<file path="config.mk">
export PLATFORM = sky130hd
export DESIGN_NAME = texture_pixel_block_decoder
export DESIGN_NICKNAME = d
export VERILOG_FILES = /design/src/hw/rtl/tpbd_pkg.sv /design/src/hw/rtl/tpbd_front.sv /design/src/hw/rtl/tpbd_queue.sv /design/src/hw/rtl/tpbd_back.sv /design/src/hw/rtl/texture_pixel_block_decoder.sv
export SDC_FILE = /design/constraint.sdc
export NUM_CORES = 1
export LEC_CHECK = 0
export BUFFER_PORTS_ARGS = -buffer_cell sky130_fd_sc_hd__buf_2
export CAP_MARGIN = 20
export CORE_ASPECT_RATIO = 0.9
export CORE_MARGIN = 2
export CORE_UTILIZATION = 57
export DETAILED_ROUTE_END_ITERATION = 6
export PLACE_DENSITY = 0.77
export SKIP_LAST_GASP = 1
export SYNTH_ARGS = -nofsm -noshare
export SYNTH_HDL_FRONTEND = slang
export SYNTH_SLANG_ARGS = --single-unit
</file>
<file path="constraint.sdc">
create_clock -name i_clk -period 14.6 [get_ports i_clk]
set_clock_uncertainty 0.1 [all_clocks]
set_input_delay 4.38 -clock i_clk [delete_from_list [all_inputs] [get_ports i_clk]]
set_output_delay 4.38 -clock i_clk [all_outputs]
set_load 0.02 [all_outputs]
</file>
<file path="src/hw/rtl/tpbd_pkg.sv">
// shared types, constants and colour helpers for the texture pixel block decoder
`timescale 1ns / 1ps
`default_nettype none

package tpbd_pkg;

    localparam int MAX_DIM    = 4096;
    localparam int DIM_W      = 13;
    localparam int COORD_W    = 12;
    localparam int BLOCK_SIZE = 4;
    localparam int QDEPTH     = 4;
    localparam int QPTR_W     = 2;
    localparam int QCNT_W     = 3;

    localparam logic [1:0] CFG_MODE   = 2'd0;
    localparam logic [1:0] CFG_WIDTH  = 2'd1;
    localparam logic [1:0] CFG_HEIGHT = 2'd2;

    localparam logic [2:0] MODE_RGB555     = 3'd0;
    localparam logic [2:0] MODE_RGBA4444   = 3'd1;
    localparam logic [2:0] MODE_BGRA8888   = 3'd2;
    localparam logic [2:0] MODE_BLOCK      = 3'd3;
    localparam logic [2:0] MODE_BLOCK_ALPHA = 3'd4;

    // one queued beat of work: a raster pixel or one block row of up to four pixels
    typedef struct packed {
        logic [COORD_W-1:0] x;
        logic [COORD_W-1:0] y;
        logic [23:0]        c1;
        logic [23:0]        c2;
        logic [7:0]         idx;
        logic [7:0]         a_lo;
        logic [7:0]         a_hi;
        logic [1:0]         last_lane;
        logic               done;
    } t_job;

    function automatic logic [7:0] exp5(input logic [4:0] v);
        return {v, v[4:2]};
    endfunction

    function automatic logic [7:0] exp6(input logic [5:0] v);
        return {v, v[5:4]};
    endfunction

    function automatic logic [7:0] exp4(input logic [3:0] v);
        return {v, v};
    endfunction

    function automatic logic [23:0] rgb565(input logic [15:0] v);
        return {exp5(v[15:11]), exp6(v[10:5]), exp5(v[4:0])};
    endfunction

    function automatic logic [7:0] avg8(input logic [7:0] a, input logic [7:0] b);
        logic [8:0] s;
        s = {1'b0, a} + {1'b0, b} + 9'd1;
        return s[8:1];
    endfunction

    function automatic logic [4:0] item_len(input logic [2:0] mode);
        logic [4:0] l;
        case (mode)
            MODE_RGB555:      l = 5'd2;
            MODE_RGBA4444:    l = 5'd2;
            MODE_BGRA8888:    l = 5'd4;
            MODE_BLOCK:       l = 5'd8;
            MODE_BLOCK_ALPHA: l = 5'd16;
            default:          l = 5'd0;
        endcase
        return l;
    endfunction

endpackage

`default_nettype wire

</file>
<file path="src/hw/rtl/tpbd_front.sv">
// byte parser: configuration, phase and position tracking, job generation
`timescale 1ns / 1ps
`default_nettype none

module tpbd_front (
    input  wire logic                 i_clk,
    input  wire logic                 i_rst_n,
    input  wire logic                 i_cfg_we,
    input  wire logic [1:0]           i_cfg_index,
    input  wire logic [12:0]          i_cfg_data,
    input  wire logic                 i_accept,
    input  wire logic [7:0]           i_data_byte,
    input  wire logic                 i_first_byte,
    output logic                      o_push,
    output tpbd_pkg::t_job            o_job
);

    localparam int DW = tpbd_pkg::DIM_W;

    logic [2:0]    r_mode;
    logic [DW-1:0] r_width, r_height;
    logic [4:0]    r_phase, n_phase;
    logic [7:0]    r_low, r_mid, r_high, n_low, n_mid, n_high;
    logic [DW-1:0] r_col, r_row, n_col, n_row;
    logic          r_fin, n_fin;
    logic [15:0]   r_ep1, r_ep2;
    logic [15:0]   r_alpha [4];

    logic [DW-1:0] w, h, col0, row0;
    logic          fin0;
    logic [4:0]    len, ph0, ph, off, base;
    logic [5:0]    ph_inc;
    logic          with_alpha;
    logic [3:0]    ep_we;
    logic          alpha_we;
    logic [1:0]    brow;
    logic          raster_go, block_go;
    logic [7:0]    rr, rg, rb, ra;
    logic [15:0]   word;
    logic [DW:0]   px, py;
    logic [DW:0]   ncol, nrow;
    logic [3:0]    mask;
    logic          hit;
    logic          raster_emit, raster_done;
    logic [2:0]    cnt;

    always_comb begin
        w = (r_width > DW'(tpbd_pkg::MAX_DIM)) ? DW'(tpbd_pkg::MAX_DIM) : r_width;
        h = (r_height > DW'(tpbd_pkg::MAX_DIM)) ? DW'(tpbd_pkg::MAX_DIM) : r_height;
        col0 = i_first_byte ? '0 : r_col;
        row0 = i_first_byte ? '0 : r_row;
        fin0 = i_first_byte ? 1'b0 : r_fin;
        ph0  = i_first_byte ? '0 : r_phase;
        len  = tpbd_pkg::item_len(r_mode);
        ph   = (ph0 >= len) ? '0 : ph0;
        ph_inc = {1'b0, ph} + 6'd1;
        n_phase = (len == '0 || ph_inc >= {1'b0, len}) ? '0 : ph_inc[4:0];

        with_alpha = (r_mode == tpbd_pkg::MODE_BLOCK_ALPHA);
        base = with_alpha ? 5'd8 : 5'd0;
        off  = ph - base;
        brow = off[1:0];

        n_low = r_low; n_mid = r_mid; n_high = r_high;
        n_col = col0; n_row = row0; n_fin = fin0;
        ep_we = '0;
        alpha_we = 1'b0;
        raster_go = 1'b0;
        block_go  = 1'b0;
        word = {i_data_byte, r_low};
        rr = '0; rg = '0; rb = '0; ra = '0;

        case (r_mode)
            tpbd_pkg::MODE_RGB555: begin
                if (ph == 5'd0) n_low = i_data_byte;
                else raster_go = 1'b1;
                rr = tpbd_pkg::exp5(word[14:10]);
                rg = tpbd_pkg::exp5(word[9:5]);
                rb = tpbd_pkg::exp5(word[4:0]);
                ra = 8'hFF;
            end
            tpbd_pkg::MODE_RGBA4444: begin
                if (ph == 5'd0) n_low = i_data_byte;
                else raster_go = 1'b1;
                rr = tpbd_pkg::exp4(i_data_byte[3:0]);
                rg = tpbd_pkg::exp4(r_low[7:4]);
                rb = tpbd_pkg::exp4(r_low[3:0]);
                ra = tpbd_pkg::exp4(i_data_byte[7:4]);
            end
            tpbd_pkg::MODE_BGRA8888: begin
                if (ph == 5'd0) n_low = i_data_byte;
                else if (ph == 5'd1) n_mid = i_data_byte;
                else if (ph == 5'd2) n_high = i_data_byte;
                else raster_go = 1'b1;
                rr = r_high; rg = r_mid; rb = r_low; ra = i_data_byte;
            end
            tpbd_pkg::MODE_BLOCK, tpbd_pkg::MODE_BLOCK_ALPHA: begin
                if (ph < base) alpha_we = 1'b1;
                else if (off < 5'd4) ep_we[off[1:0]] = 1'b1;
                else block_go = 1'b1;
            end
            default: begin
            end
        endcase

        // raster position
        raster_emit = (col0 < w) && (row0 < h);
        raster_done = ({1'b0, col0} + 1'b1 == {1'b0, w}) && ({1'b0, row0} + 1'b1 == {1'b0, h});

        // block row lanes, stopping at the final pixel of the image
        mask = '0;
        hit  = 1'b0;
        py   = {1'b0, row0} + {{(DW-1){1'b0}}, brow};
        for (int i = 0; i < tpbd_pkg::BLOCK_SIZE; i++) begin
            px = {1'b0, col0} + (DW+1)'(i);
            if (!hit && px < {1'b0, w} && py < {1'b0, h}) begin
                mask[i] = 1'b1;
                if (px + 1'b1 == {1'b0, w} && py + 1'b1 == {1'b0, h}) hit = 1'b1;
            end
        end

        ncol = {1'b0, col0} + (DW+1)'(tpbd_pkg::BLOCK_SIZE);
        if (ncol > (DW+1)'(tpbd_pkg::MAX_DIM)) ncol = (DW+1)'(tpbd_pkg::MAX_DIM);
        nrow = {1'b0, row0} + (DW+1)'(tpbd_pkg::BLOCK_SIZE);
        if (nrow > (DW+1)'(tpbd_pkg::MAX_DIM)) nrow = (DW+1)'(tpbd_pkg::MAX_DIM);

        cnt = '0;
        o_job = '0;
        o_job.x = col0[tpbd_pkg::COORD_W-1:0];
        o_job.y = row0[tpbd_pkg::COORD_W-1:0];

        if (raster_go && !fin0) begin
            cnt = raster_emit ? 3'd1 : 3'd0;
            o_job.c1   = {rr, rg, rb};
            o_job.c2   = {rr, rg, rb};
            o_job.a_lo = ra;
            o_job.a_hi = ra;
            o_job.done = raster_done;
            if (raster_done) begin
                n_fin = 1'b1;
            end else if ({1'b0, col0} + 1'b1 >= {1'b0, w}) begin
                n_col = '0;
                if (row0 < DW'(tpbd_pkg::MAX_DIM)) n_row = row0 + 1'b1;
            end else begin
                n_col = col0 + 1'b1;
            end
        end else if (block_go && !fin0) begin
            cnt = mask[3] ? 3'd4 : mask[2] ? 3'd3 : mask[1] ? 3'd2 : mask[0] ? 3'd1 : 3'd0;
            o_job.y    = py[tpbd_pkg::COORD_W-1:0];
            o_job.c1   = tpbd_pkg::rgb565(r_ep1);
            o_job.c2   = tpbd_pkg::rgb565(r_ep2);
            o_job.idx  = i_data_byte;
            o_job.a_lo = with_alpha ? r_alpha[brow][7:0] : 8'hFF;
            o_job.a_hi = with_alpha ? r_alpha[brow][15:8] : 8'hFF;
            o_job.done = hit;
            n_fin = hit;
            if (off == 5'd7 && !hit) begin
                if (ncol >= {1'b0, w}) begin
                    n_col = '0;
                    n_row = nrow[DW-1:0];
                end else begin
                    n_col = ncol[DW-1:0];
                end
            end
        end

        o_job.last_lane = 2'(cnt - 3'd1);
        o_push = i_accept && (cnt != '0);
    end

    always_ff @(posedge i_clk) begin
        if (!i_rst_n) begin
            r_mode <= '0; r_width <= '0; r_height <= '0;
            r_phase <= '0; r_low <= '0; r_mid <= '0; r_high <= '0;
            r_col <= '0; r_row <= '0; r_fin <= 1'b0;
        end else begin
            if (i_cfg_we) begin
                case (i_cfg_index)
                    tpbd_pkg::CFG_MODE:   r_mode   <= i_cfg_data[2:0];
                    tpbd_pkg::CFG_WIDTH:  r_width  <= i_cfg_data;
                    tpbd_pkg::CFG_HEIGHT: r_height <= i_cfg_data;
                    default: begin
                    end
                endcase
            end
            if (i_accept) begin
                r_phase <= n_phase;
                r_low <= n_low; r_mid <= n_mid; r_high <= n_high;
                r_col <= n_col; r_row <= n_row; r_fin <= n_fin;
            end
        end
    end

    // endpoint and alpha stores, valid only once written
    always_ff @(posedge i_clk) begin
        if (i_accept) begin
            if (ep_we[0]) r_ep1[7:0]  <= i_data_byte;
            if (ep_we[1]) r_ep1[15:8] <= i_data_byte;
            if (ep_we[2]) r_ep2[7:0]  <= i_data_byte;
            if (ep_we[3]) r_ep2[15:8] <= i_data_byte;
            if (alpha_we) begin
                if (ph[0]) r_alpha[ph[2:1]][15:8] <= i_data_byte;
                else       r_alpha[ph[2:1]][7:0]  <= i_data_byte;
            end
        end
    end

endmodule

`default_nettype wire

</file>
<file path="src/hw/rtl/tpbd_queue.sv">
// short job queue between parser and pixel emitter
`timescale 1ns / 1ps
`default_nettype none

module tpbd_queue (
    input  wire logic           i_clk,
    input  wire logic           i_rst_n,
    input  wire logic           i_push,
    input  wire tpbd_pkg::t_job i_job,
    input  wire logic           i_pop,
    output logic                o_full,
    output logic                o_valid,
    output tpbd_pkg::t_job      o_job
);

    tpbd_pkg::t_job                r_mem [tpbd_pkg::QDEPTH];
    logic [tpbd_pkg::QPTR_W-1:0]   r_wr, r_rd;
    logic [tpbd_pkg::QCNT_W-1:0]   r_cnt;

    assign o_full  = (r_cnt == tpbd_pkg::QCNT_W'(tpbd_pkg::QDEPTH));
    assign o_valid = (r_cnt != '0);
    assign o_job   = r_mem[r_rd];

    always_ff @(posedge i_clk) begin
        if (!i_rst_n) begin
            r_wr <= '0; r_rd <= '0; r_cnt <= '0;
        end else begin
            if (i_push) r_wr <= r_wr + 1'b1;
            if (i_pop)  r_rd <= r_rd + 1'b1;
            case ({i_push, i_pop})
                2'b10:   r_cnt <= r_cnt + 1'b1;
                2'b01:   r_cnt <= r_cnt - 1'b1;
                default: r_cnt <= r_cnt;
            endcase
        end
    end

    always_ff @(posedge i_clk) begin
        if (i_push) r_mem[r_wr] <= i_job;
    end

endmodule

`default_nettype wire

</file>
<file path="src/hw/rtl/tpbd_back.sv">
// pixel emitter: walks the lanes of each job into the output register
`timescale 1ns / 1ps
`default_nettype none

module tpbd_back (
    input  wire logic           i_clk,
    input  wire logic           i_rst_n,
    input  wire logic           i_head_valid,
    input  wire tpbd_pkg::t_job i_head,
    output logic                o_pop,
    input  wire logic           i_stall,
    output logic                o_valid,
    output logic [11:0]         o_pixel_x,
    output logic [11:0]         o_pixel_y,
    output logic [7:0]          o_red,
    output logic [7:0]          o_green,
    output logic [7:0]          o_blue,
    output logic [7:0]          o_alpha,
    output logic                o_run_last,
    output logic                o_image_done
);

    logic [1:0]  r_lane;
    logic        r_valid;
    logic        emit, last;
    logic [1:0]  sel;
    logic [23:0] rgb;

    always_comb begin
        emit  = i_head_valid && (!r_valid || !i_stall);
        last  = (r_lane == i_head.last_lane);
        o_pop = emit && last;
        sel   = i_head.idx[{r_lane, 1'b0} +: 2];
        case (sel)
            2'd0:    rgb = i_head.c1;
            2'd1:    rgb = i_head.c2;
            default: rgb = {tpbd_pkg::avg8(i_head.c1[23:16], i_head.c2[23:16]),
                            tpbd_pkg::avg8(i_head.c1[15:8],  i_head.c2[15:8]),
                            tpbd_pkg::avg8(i_head.c1[7:0],   i_head.c2[7:0])};
        endcase
    end

    always_ff @(posedge i_clk) begin
        if (!i_rst_n) begin
            r_lane  <= '0;
            r_valid <= 1'b0;
        end else begin
            if (emit) begin
                r_lane  <= last ? 2'd0 : r_lane + 1'b1;
                r_valid <= 1'b1;
            end else if (!i_stall) begin
                r_valid <= 1'b0;
            end
        end
    end

    always_ff @(posedge i_clk) begin
        if (emit) begin
            o_pixel_x    <= i_head.x + {10'd0, r_lane};
            o_pixel_y    <= i_head.y;
            o_red        <= rgb[23:16];
            o_green      <= rgb[15:8];
            o_blue       <= rgb[7:0];
            o_alpha      <= r_lane[1] ? i_head.a_hi : i_head.a_lo;
            o_run_last   <= last;
            o_image_done <= i_head.done && last;
        end
    end

    assign o_valid = r_valid;

    a_lane_has_job: assert property (@(posedge i_clk) disable iff (!i_rst_n)
        r_lane != 2'd0 |-> i_head_valid)
        else $error("lane counter running without a queued job");

    a_lane_in_range: assert property (@(posedge i_clk) disable iff (!i_rst_n)
        i_head_valid |-> r_lane <= i_head.last_lane)
        else $error("lane counter past last lane of job");

    a_done_is_last: assert property (@(posedge i_clk) disable iff (!i_rst_n)
        $past(emit) && r_valid && o_image_done |-> o_run_last)
        else $error("image done on a beat that is not the last of its run");

endmodule

`default_nettype wire

</file>
<file path="src/hw/rtl/texture_pixel_block_decoder.sv">
// top level of the texture pixel block decoder
// Takes one payload byte per cycle and emits RGBA8 pixels with coordinates. A raster
// item (RGB555, RGBA4444, BGRA8888) yields at most one pixel on its last byte; a block
// index byte yields one block row of up to four pixels, one per unstalled emitter cycle.
// Input accepts one byte per cycle while the four-entry job queue has room, so a stalled
// output or a run of block rows back-pressures the input after four queued jobs. The user
// must write configuration only while idle; the block itself does not enforce it.
`timescale 1ns / 1ps
`default_nettype none

module texture_pixel_block_decoder (
    input  wire logic        i_clk,
    input  wire logic        i_rst_n,
    input  wire logic        i_cfg_we,
    input  wire logic [1:0]  i_cfg_index,
    input  wire logic [12:0] i_cfg_data,
    input  wire logic        i_valid,
    output logic             o_stall,
    input  wire logic [7:0]  i_data_byte,
    input  wire logic        i_first_byte,
    output logic             o_valid,
    input  wire logic        i_stall,
    output logic [11:0]      o_pixel_x,
    output logic [11:0]      o_pixel_y,
    output logic [7:0]       o_red,
    output logic [7:0]       o_green,
    output logic [7:0]       o_blue,
    output logic [7:0]       o_alpha,
    output logic             o_run_last,
    output logic             o_image_done
);

    logic           accept, push, pop, full, head_valid;
    tpbd_pkg::t_job job, head;

    assign o_stall = full;
    assign accept  = i_valid && !full;

    tpbd_front u_front (
        .i_clk       (i_clk),
        .i_rst_n     (i_rst_n),
        .i_cfg_we    (i_cfg_we),
        .i_cfg_index (i_cfg_index),
        .i_cfg_data  (i_cfg_data),
        .i_accept    (accept),
        .i_data_byte (i_data_byte),
        .i_first_byte(i_first_byte),
        .o_push      (push),
        .o_job       (job)
    );

    tpbd_queue u_queue (
        .i_clk   (i_clk),
        .i_rst_n (i_rst_n),
        .i_push  (push),
        .i_job   (job),
        .i_pop   (pop),
        .o_full  (full),
        .o_valid (head_valid),
        .o_job   (head)
    );

    tpbd_back u_back (
        .i_clk        (i_clk),
        .i_rst_n      (i_rst_n),
        .i_head_valid (head_valid),
        .i_head       (head),
        .o_pop        (pop),
        .i_stall      (i_stall),
        .o_valid      (o_valid),
        .o_pixel_x    (o_pixel_x),
        .o_pixel_y    (o_pixel_y),
        .o_red        (o_red),
        .o_green      (o_green),
        .o_blue       (o_blue),
        .o_alpha      (o_alpha),
        .o_run_last   (o_run_last),
        .o_image_done (o_image_done)
    );

endmodule

`default_nettype wire

</file>
* Word-level counts from Yosys, hierarchy flattened
Memories as Yosys holds them, arrays and structs flattened. A register that Yosys moved wholly into a read port is not among the register bits.
Cells that the tools add are included.
** Cells by class
- Add/subtract/negate cells :: 28
- Shift-type cells :: 1
- $lt $le $gt $ge :: 20
- Equal/unequal tests :: 21
- Mux-type cells :: 93
- Reduce and logical (&&, ||, !) cells :: 53
- Bitwise logic cells :: 2
** Operators with widths (number)
- 13-bit 2-to-1 mux :: 18
- 8-bit case mux with 3 select lines :: 4
- 14-bit by 13-bit equality test with 1-bit output :: 6
- 84-bit 2-to-1 mux :: 1
- 14-bit by 1-bit adder with 14-bit output (second input constant) :: 4
- 14-bit by 13-bit < comparator with 1-bit output :: 4
- 48-bit 2-to-1 mux :: 1
- 24-bit case mux with 2 select lines :: 1
- 1-bit 2-to-1 mux :: 42
- 13-bit < comparator :: 3
- 8-bit 2-to-1 mux :: 4
- 13-bit by 1-bit adder with 14-bit output (second input constant) :: 2
- 13-bit by 2-bit adder with 14-bit output (second input constant) :: 2
- 13-bit by 3-bit adder with 14-bit output (second input constant) :: 2
- 14-bit by 13-bit greater-or-equal comparator with 1-bit output :: 2
- 14-bit by 13-bit > comparator with 1-bit output (second input constant) :: 2
- 8-bit by 8-bit adder with 9-bit output :: 3
- 9-bit by 1-bit adder with 9-bit output (second input constant) :: 3
- 13-bit by 1-bit adder with 13-bit output (second input constant) :: 2
- 13-bit > comparator (second input constant) :: 2
- 1-bit logical AND :: 22
- 5-bit case mux with 4 select lines :: 1
- 16-bit 2-to-1 mux :: 1
- 4-bit 2-to-1 mux :: 4
- 48 further kinds :: 82
** Word-level totals
- Output and inout bits :: 60
- Memories kept :: 2
- Register bits :: 185
- Input bits :: 29
- Bits in writable memories :: 460
- Word-level logic and storage cells :: 247
** Memories
- u_queue.r_mem :: words 4, width 99, read ports 1, clocked after memory_dff 1, wr ports 1, RTL line tpbd_queue.sv:16 : tpbd_pkg::t_job r_mem [tpbd_pkg::QDEPTH];
- u_front.r_alpha :: words 4, width 16, read ports 1, clocked after memory_dff 0, wr ports 1, RTL line tpbd_front.sv:27 : logic [15:0] r_alpha [4];

* Depth between registers and ports, before layout
- Word-level depth :: 31
- Mapped depth :: 39
- Mapped depth without buffers :: 34

* Cells and area by module
Synthesis repeated with hierarchy kept, for this count alone.
** Unflattened totals
- Cells, all modules :: 2796
- Area, all modules :: 34281.6 um^2
** Modules (own cells, without submodules)
- tpbd_front :: area each 15904.0 um^2, cells each 1935, instances 1, seq. area each 4584.4 um^2
- tpbd_queue :: area each 14701.6 um^2, cells each 563, instances 1, seq. area each 12071.6 um^2
- tpbd_back :: area each 3662.3 um^2, cells each 297, instances 1, seq. area each 1801.7 um^2
- texture_pixel_block_decoder :: area each 13.8 um^2, cells each 1, instances 1, seq. area each 0.0 um^2

* Worst setup path before layout
Ideal clock, no wire load.
- Kind :: input to register
- Start point :: input i_first_byte
- End point :: memory u_queue.r_mem[0][0] (netlist bit), enable pin
- Path buffers :: 7
- Arrival :: 13.472 ns
- Stages :: 32
- Required time :: 14.031 ns
- Library setup time :: 0.469 ns
- Path slack :: 0.559 ns
- Path through :: buf_6 -> buf_2 -> buf_2 -> buf_1 -> nor2_1 -> ha_1 -> a21o_1 -> a21o_1 -> a211oi_1 -> clkbuf_1 -> clkbuf_1 -> ha_1 -> fa_1 -> clkbuf_1 -> nand2_1 -> xor2_1 -> inv_1 -> ha_1 -> o21a_1 -> o211ai_1 -> a211o_1 -> nand4_1 -> or4_1 -> nand4bb_1 -> o32ai_2 -> o211ai_1 -> a21oi_1 -> a21oi_1 -> ha_1 -> nor2_1 -> a41o_1 -> and2_1
** Between the ends
- Longest elaborated chain between the ends :: 29
- Elaborated cells on any way between the ends :: 76
- Those cells by class :: 8 x add/sub; 10 x order compare; 6 x eq/ne; 32 x mux; 20 x reduce/logical
** Ends and longest elaborated chain
- from (decl) :: RTL line texture_pixel_block_decoder.sv:20 : input wire logic i_first_byte,
- 5-bit 2-to-1 mux :: RTL line tpbd_front.sv:53 : ph0 = i_first_byte ? '0 : r_phase;
- 5-bit greater-or-equal comparator :: RTL line tpbd_front.sv:55 : ph = (ph0 >= len) ? '0 : ph0;
- 5-bit 2-to-1 mux :: RTL line tpbd_front.sv:55
- 5-bit subtractor :: RTL line tpbd_front.sv:61 : off = ph - base;
- 13-bit by 2-bit adder with 14-bit output :: RTL line tpbd_front.sv:113 : py = {1'b0, row0} + {{(DW-1){1'b0}}, brow};
- 14-bit by 1-bit adder with 14-bit output :: RTL line tpbd_front.sv:118 : if (px + 1'b1 == {1'b0, w} && py + 1'b1 == {1'b0, h}) hit = 1'b1;
- 14-bit by 13-bit equality test with 1-bit output :: RTL line tpbd_front.sv:118
- 1-bit logical AND :: RTL line tpbd_front.sv:118
- (+13 left out)
- 1-bit 2-to-1 mux :: RTL line tpbd_front.sv:116 : if (!hit && px < {1'b0, w} && py < {1'b0, h}) begin
- 3-bit 2-to-1 mux :: RTL line tpbd_front.sv:148 : cnt = mask[3] ? 3'd4 : mask[2] ? 3'd3 : mask[1] ? 3'd2 : mask[0] ? 3'd1 : 3'd0;
- 3-bit 2-to-1 mux :: RTL line tpbd_front.sv:147 : end else if (block_go && !fin0) begin
- 3-bit 2-to-1 mux (*) :: RTL line tpbd_front.sv:132 : if (raster_go && !fin0) begin
- 3-bit nonzero test (*) :: RTL line tpbd_front.sv:168 : o_push = i_accept && (cnt != '0);
- 1-bit logical AND (*) :: RTL line tpbd_front.sv:168
- 1-bit 2-to-1 mux (*) :: RTL line tpbd_queue.sv:39 : if (i_push) r_mem[r_wr] <= i_job;
- 1-bit 2-to-1 mux (implied by the code) (*) :: RTL line tpbd_queue.sv:39
- to (decl) :: RTL line tpbd_queue.sv:16
Mark *: on every way between the ends. The rest lies on a longest branch, timed or not.

* Worst setup path after layout
- Start point :: input i_first_byte
- End point :: memory u_queue.r_mem[2][57] (netlist bit), enable pin
Same word-level chain as after synthesis.

==> flow_metrics.py <==
metrics = {
    "power": {
        "p_per_area_nw_per_um2": 123,
        "total_power_mw": 4.66,
        "power_leakage_nw": 13.6,
        "peakVddDrop_uv": 97.6,
    },
    "worst_setup_path": {
        "cp_top_family": "compound AO/OA/AOI/OAI gates",
        "worst_setup_path_end_kind": "register",
        "worstSetupStartpoint": "i_first_byte",
        "critPathCapture": "u_queue.r_mem[2][57]$_DFFE_PP_",
        "path_class": "input port to register",
        "r2r_slack_ns": 5.03,
        "cp_slowest_cell": "a21oi_1",
        "r2r-start": "u_front.r_mode[0]$_SDFFE_PN0P_",
        "required_ns": 14.73,
        "path_depth": 30,
        "max_stage_delay_ns": 0.63,
        "worstRegToRegCells": 26,
        "crit_buf_inv": 5,
        "start_kind": "input port",
        "reg2reg_to": "u_queue.r_mem[2][57]$_DFFE_PP_",
        "critical_path.max_fanout": 77,
        "arrival_ns": 12.90,
    },
    "synth": {
        "synth_cells": 2900,
        "synth_cell_types": 108,
        "synth_area_per_cell_um2": 11.9,
        "synthTopCellsByArea": "edfxtp_1, mux4_2, dfxtp_1, ha_1, nand2_1",
        "synth_top_cell_by_area": "edfxtp_1",
        "netlist.area_leader.share": 0.478,
        "ys_ff_latch": 647,
        "synth_edf_count": 550,
        "synthArstFlopShare": 0,
        "synthFlopType": "edfxtp_1",
        "yosysWarnings": 0,
        "netlist_area_um2": 34500,
        "synth_fp_nets": 3083,
        "ys_seq_area_frac": 0.534,
    },
    "placed_design": {
        "placed_area_um2": 35700,
        "dp_slack_ns": 1.35,
        "port-buffer-count": 88,
        "dp_hpwl_mm": 68.8,
        "gp_congestion": 1.00,
    },
    "floorplanning": {
        "die_area_um2": 62600,
        "row_count": 85,
        "start_util": 0.577,
        "die_h_um": 238,
        "die_w_um": 263,
        "io_pins": 89,
        "core_area_um2": 59900,
    },
    "clocking": {
        "holdBufCountCts": 0,
        "clk_latency_ns": 0.61,
        "cts_tree": "built",
        "ctsResizeCount": 0,
        "clk_pin_slew_ns": 0.06,
        "cts_setup_buffers": 0,
        "cts_buffer_depth": 3,
        "numCtsBuffers": 66,
        "htreeDepth": 3,
        "clk_root_buffer_cell": "clkbuf_16",
        "cts.sinks": 647,
    },
    "drt": {
        "post-route-drc-count": 0,
        "drtPass1Iterations": 6,
        "wl_per_cell_um": 25.9,
        "drt-initial-drc-count": 3235,
        "avgViaCountPerCell": 6.55,
        "wl_mm": 97.8,
        "ant_nets": 0,
        "vias": 24800,
    },
    "timing": {
        "hold_viol": 0,
        "fmaxAchievable_mhz": 78.3,
        "worst_pin_slew_ns": 1.10,
        "setup_viol": 0,
        "tns_ns": 0,
        "relSlewSlack": 0.265,
        "fin_ws_ns": 1.83,
        "fin_crit_sh": 0.875,
        "fin_crit_ns": 12.77,
        "slew_viol_final": 0,
        "rsz0062_at_grt": "no",
    },
    "global_route": {
        "overflow": 0,
        "grt_pass1_vias": 23800,
        "grt_max_degree": 100,
        "grt_pass1_wl_mm": 147,
        "antenna_found_initial": 4,
        "grt_usage": 0.311,
    },
    "layout": {
        "post-route-cell-area_um2": 38000,
        "synthToLayoutAreaGrowth_pct": 9.90,
        "fillers": 4388,
        "nets": 3130,
        "drive_above_1_share": 0.136,
        "most-common-layout-cells": "edfxtp_1, nand2_1, ha_1",
        "final_common_cell": "edfxtp_1",
        "regArea_um2": 18500,
        "multiInputGateArea_um2": 15100,
    },
    "status": {
        "status": "completed",
    },
    "worst_hold_path": {
        "min_path_type": "register to register",
    },
    "flow_run": {
        "maxCapViolations": 0,
    },
}
## worst min-delay path by stage
stage,from,endpoint,slack [ns],cells after the start
final,u_front.r_phase[4]$_SDFFE_PN0P_,u_front.r_phase[4]$_SDFFE_PN0P_,0.38,2
after global routing,u_front.r_height[6]$_SDFFE_PN0P_,u_front.r_height[6]$_SDFFE_PN0P_,0.41,2
after CTS,u_front.r_phase[4]$_SDFFE_PN0P_,u_front.r_phase[4]$_SDFFE_PN0P_,0.38,2
after detailed placement,u_front.r_phase[4]$_SDFFE_PN0P_,u_front.r_phase[4]$_SDFFE_PN0P_,0.37,2
after global placement,u_front.r_phase[4]$_SDFFE_PN0P_,u_front.r_phase[4]$_SDFFE_PN0P_,0.36,2
after floorplan,u_front.r_phase[3]$_SDFFE_PN0P_,u_front.r_phase[3]$_SDFFE_PN0P_,0.34,2
## registers in the layout (all words and copies together) (netlist names), 12 cells and up, named ones only
| name | cells |
|---|---|
| u_queue.r_mem | 396 |
| u_front.r_height | 13 |
| u_front.r_col | 13 |
| u_back.o_pixel_y | 12 |
| u_back.o_pixel_x | 12 |
| u_front.r_width | 13 |
| u_front.r_ep1 | 16 |
| u_front.r_alpha | 64 |
| u_front.r_ep2 | 16 |
| u_front.r_row | 13 |
## cells in the mapped netlist (all sizes together), types with 38 or more instances
library cell    n
dfxtp          97
nor2          104
a21oi         140
o21ai         129
clkbuf        101
mux2i          63
a21o           44
edfxtp        550
mux4          101
nor2b          77
nand4          43
nand2         388
xnor2         108
a21boi         38
nor3           52
nand3          80
xor2           55
inv            84
buf            51
ha            148
## where the power goes
group,switching [mW],internal (mW)
logic,0.496,0.312
clock network,0.720,0.996
registers,0.0479,2.09
total,1.26,3.39
## final cells by class
type | count | share of cell area
Antenna cell | 1 | 0.0000659
Clock buffer | 85 | 0.0484
Clock inverter | 37 | 0.0104
Inverter | 92 | 0.00910
Multi-Input combinational cell | 2009 | 0.398
Sequential cell | 647 | 0.486
Tap cell | 783 | 0.0258
Timing Repair Buffer | 131 | 0.0214
## stage by stage
stage          utilization  hold WS, ns  std cells
2_1_floorplan            -        0.339       2900
3_5_place_dp         0.596        0.372       3660
6_report             0.634        0.376       3785
4_1_cts              0.634        0.380       3782
5_1_grt              0.634        0.411       3784
3_3_place_gp         0.596        0.361       3660
## layer usage
layer  track usage  part of all wire  up-vias
met3        0.0700              0.11      180
li1              -                 -    11000
met2         0.470              0.44     1398
met5             0                 0        -
met4        0.0819             0.024        0
met1         0.457              0.43    12200
## worst reg2reg max path, delay by kind of cell, from the launching register on
kind,cells,cell delay [ns]
buffers and inverters,3,0.93
AND/OR/NAND/NOR,8,2.79
adder cells (fa/ha/maj),4,1.23
flip-flops,1,0.45
AO/OA/AOI/OAI,11,3.63
## logic make-up after synthesis
group,synth area share
adders and majority gates,0.0571
xor gates and xnor gates,0.0448
AOI/OAI and AO/OA,0.103
DFF,0.534
and+or+nand+nor,0.145
muxes,0.0874
buffers and inverters,0.0288
(Power assumes the default switching activity.)
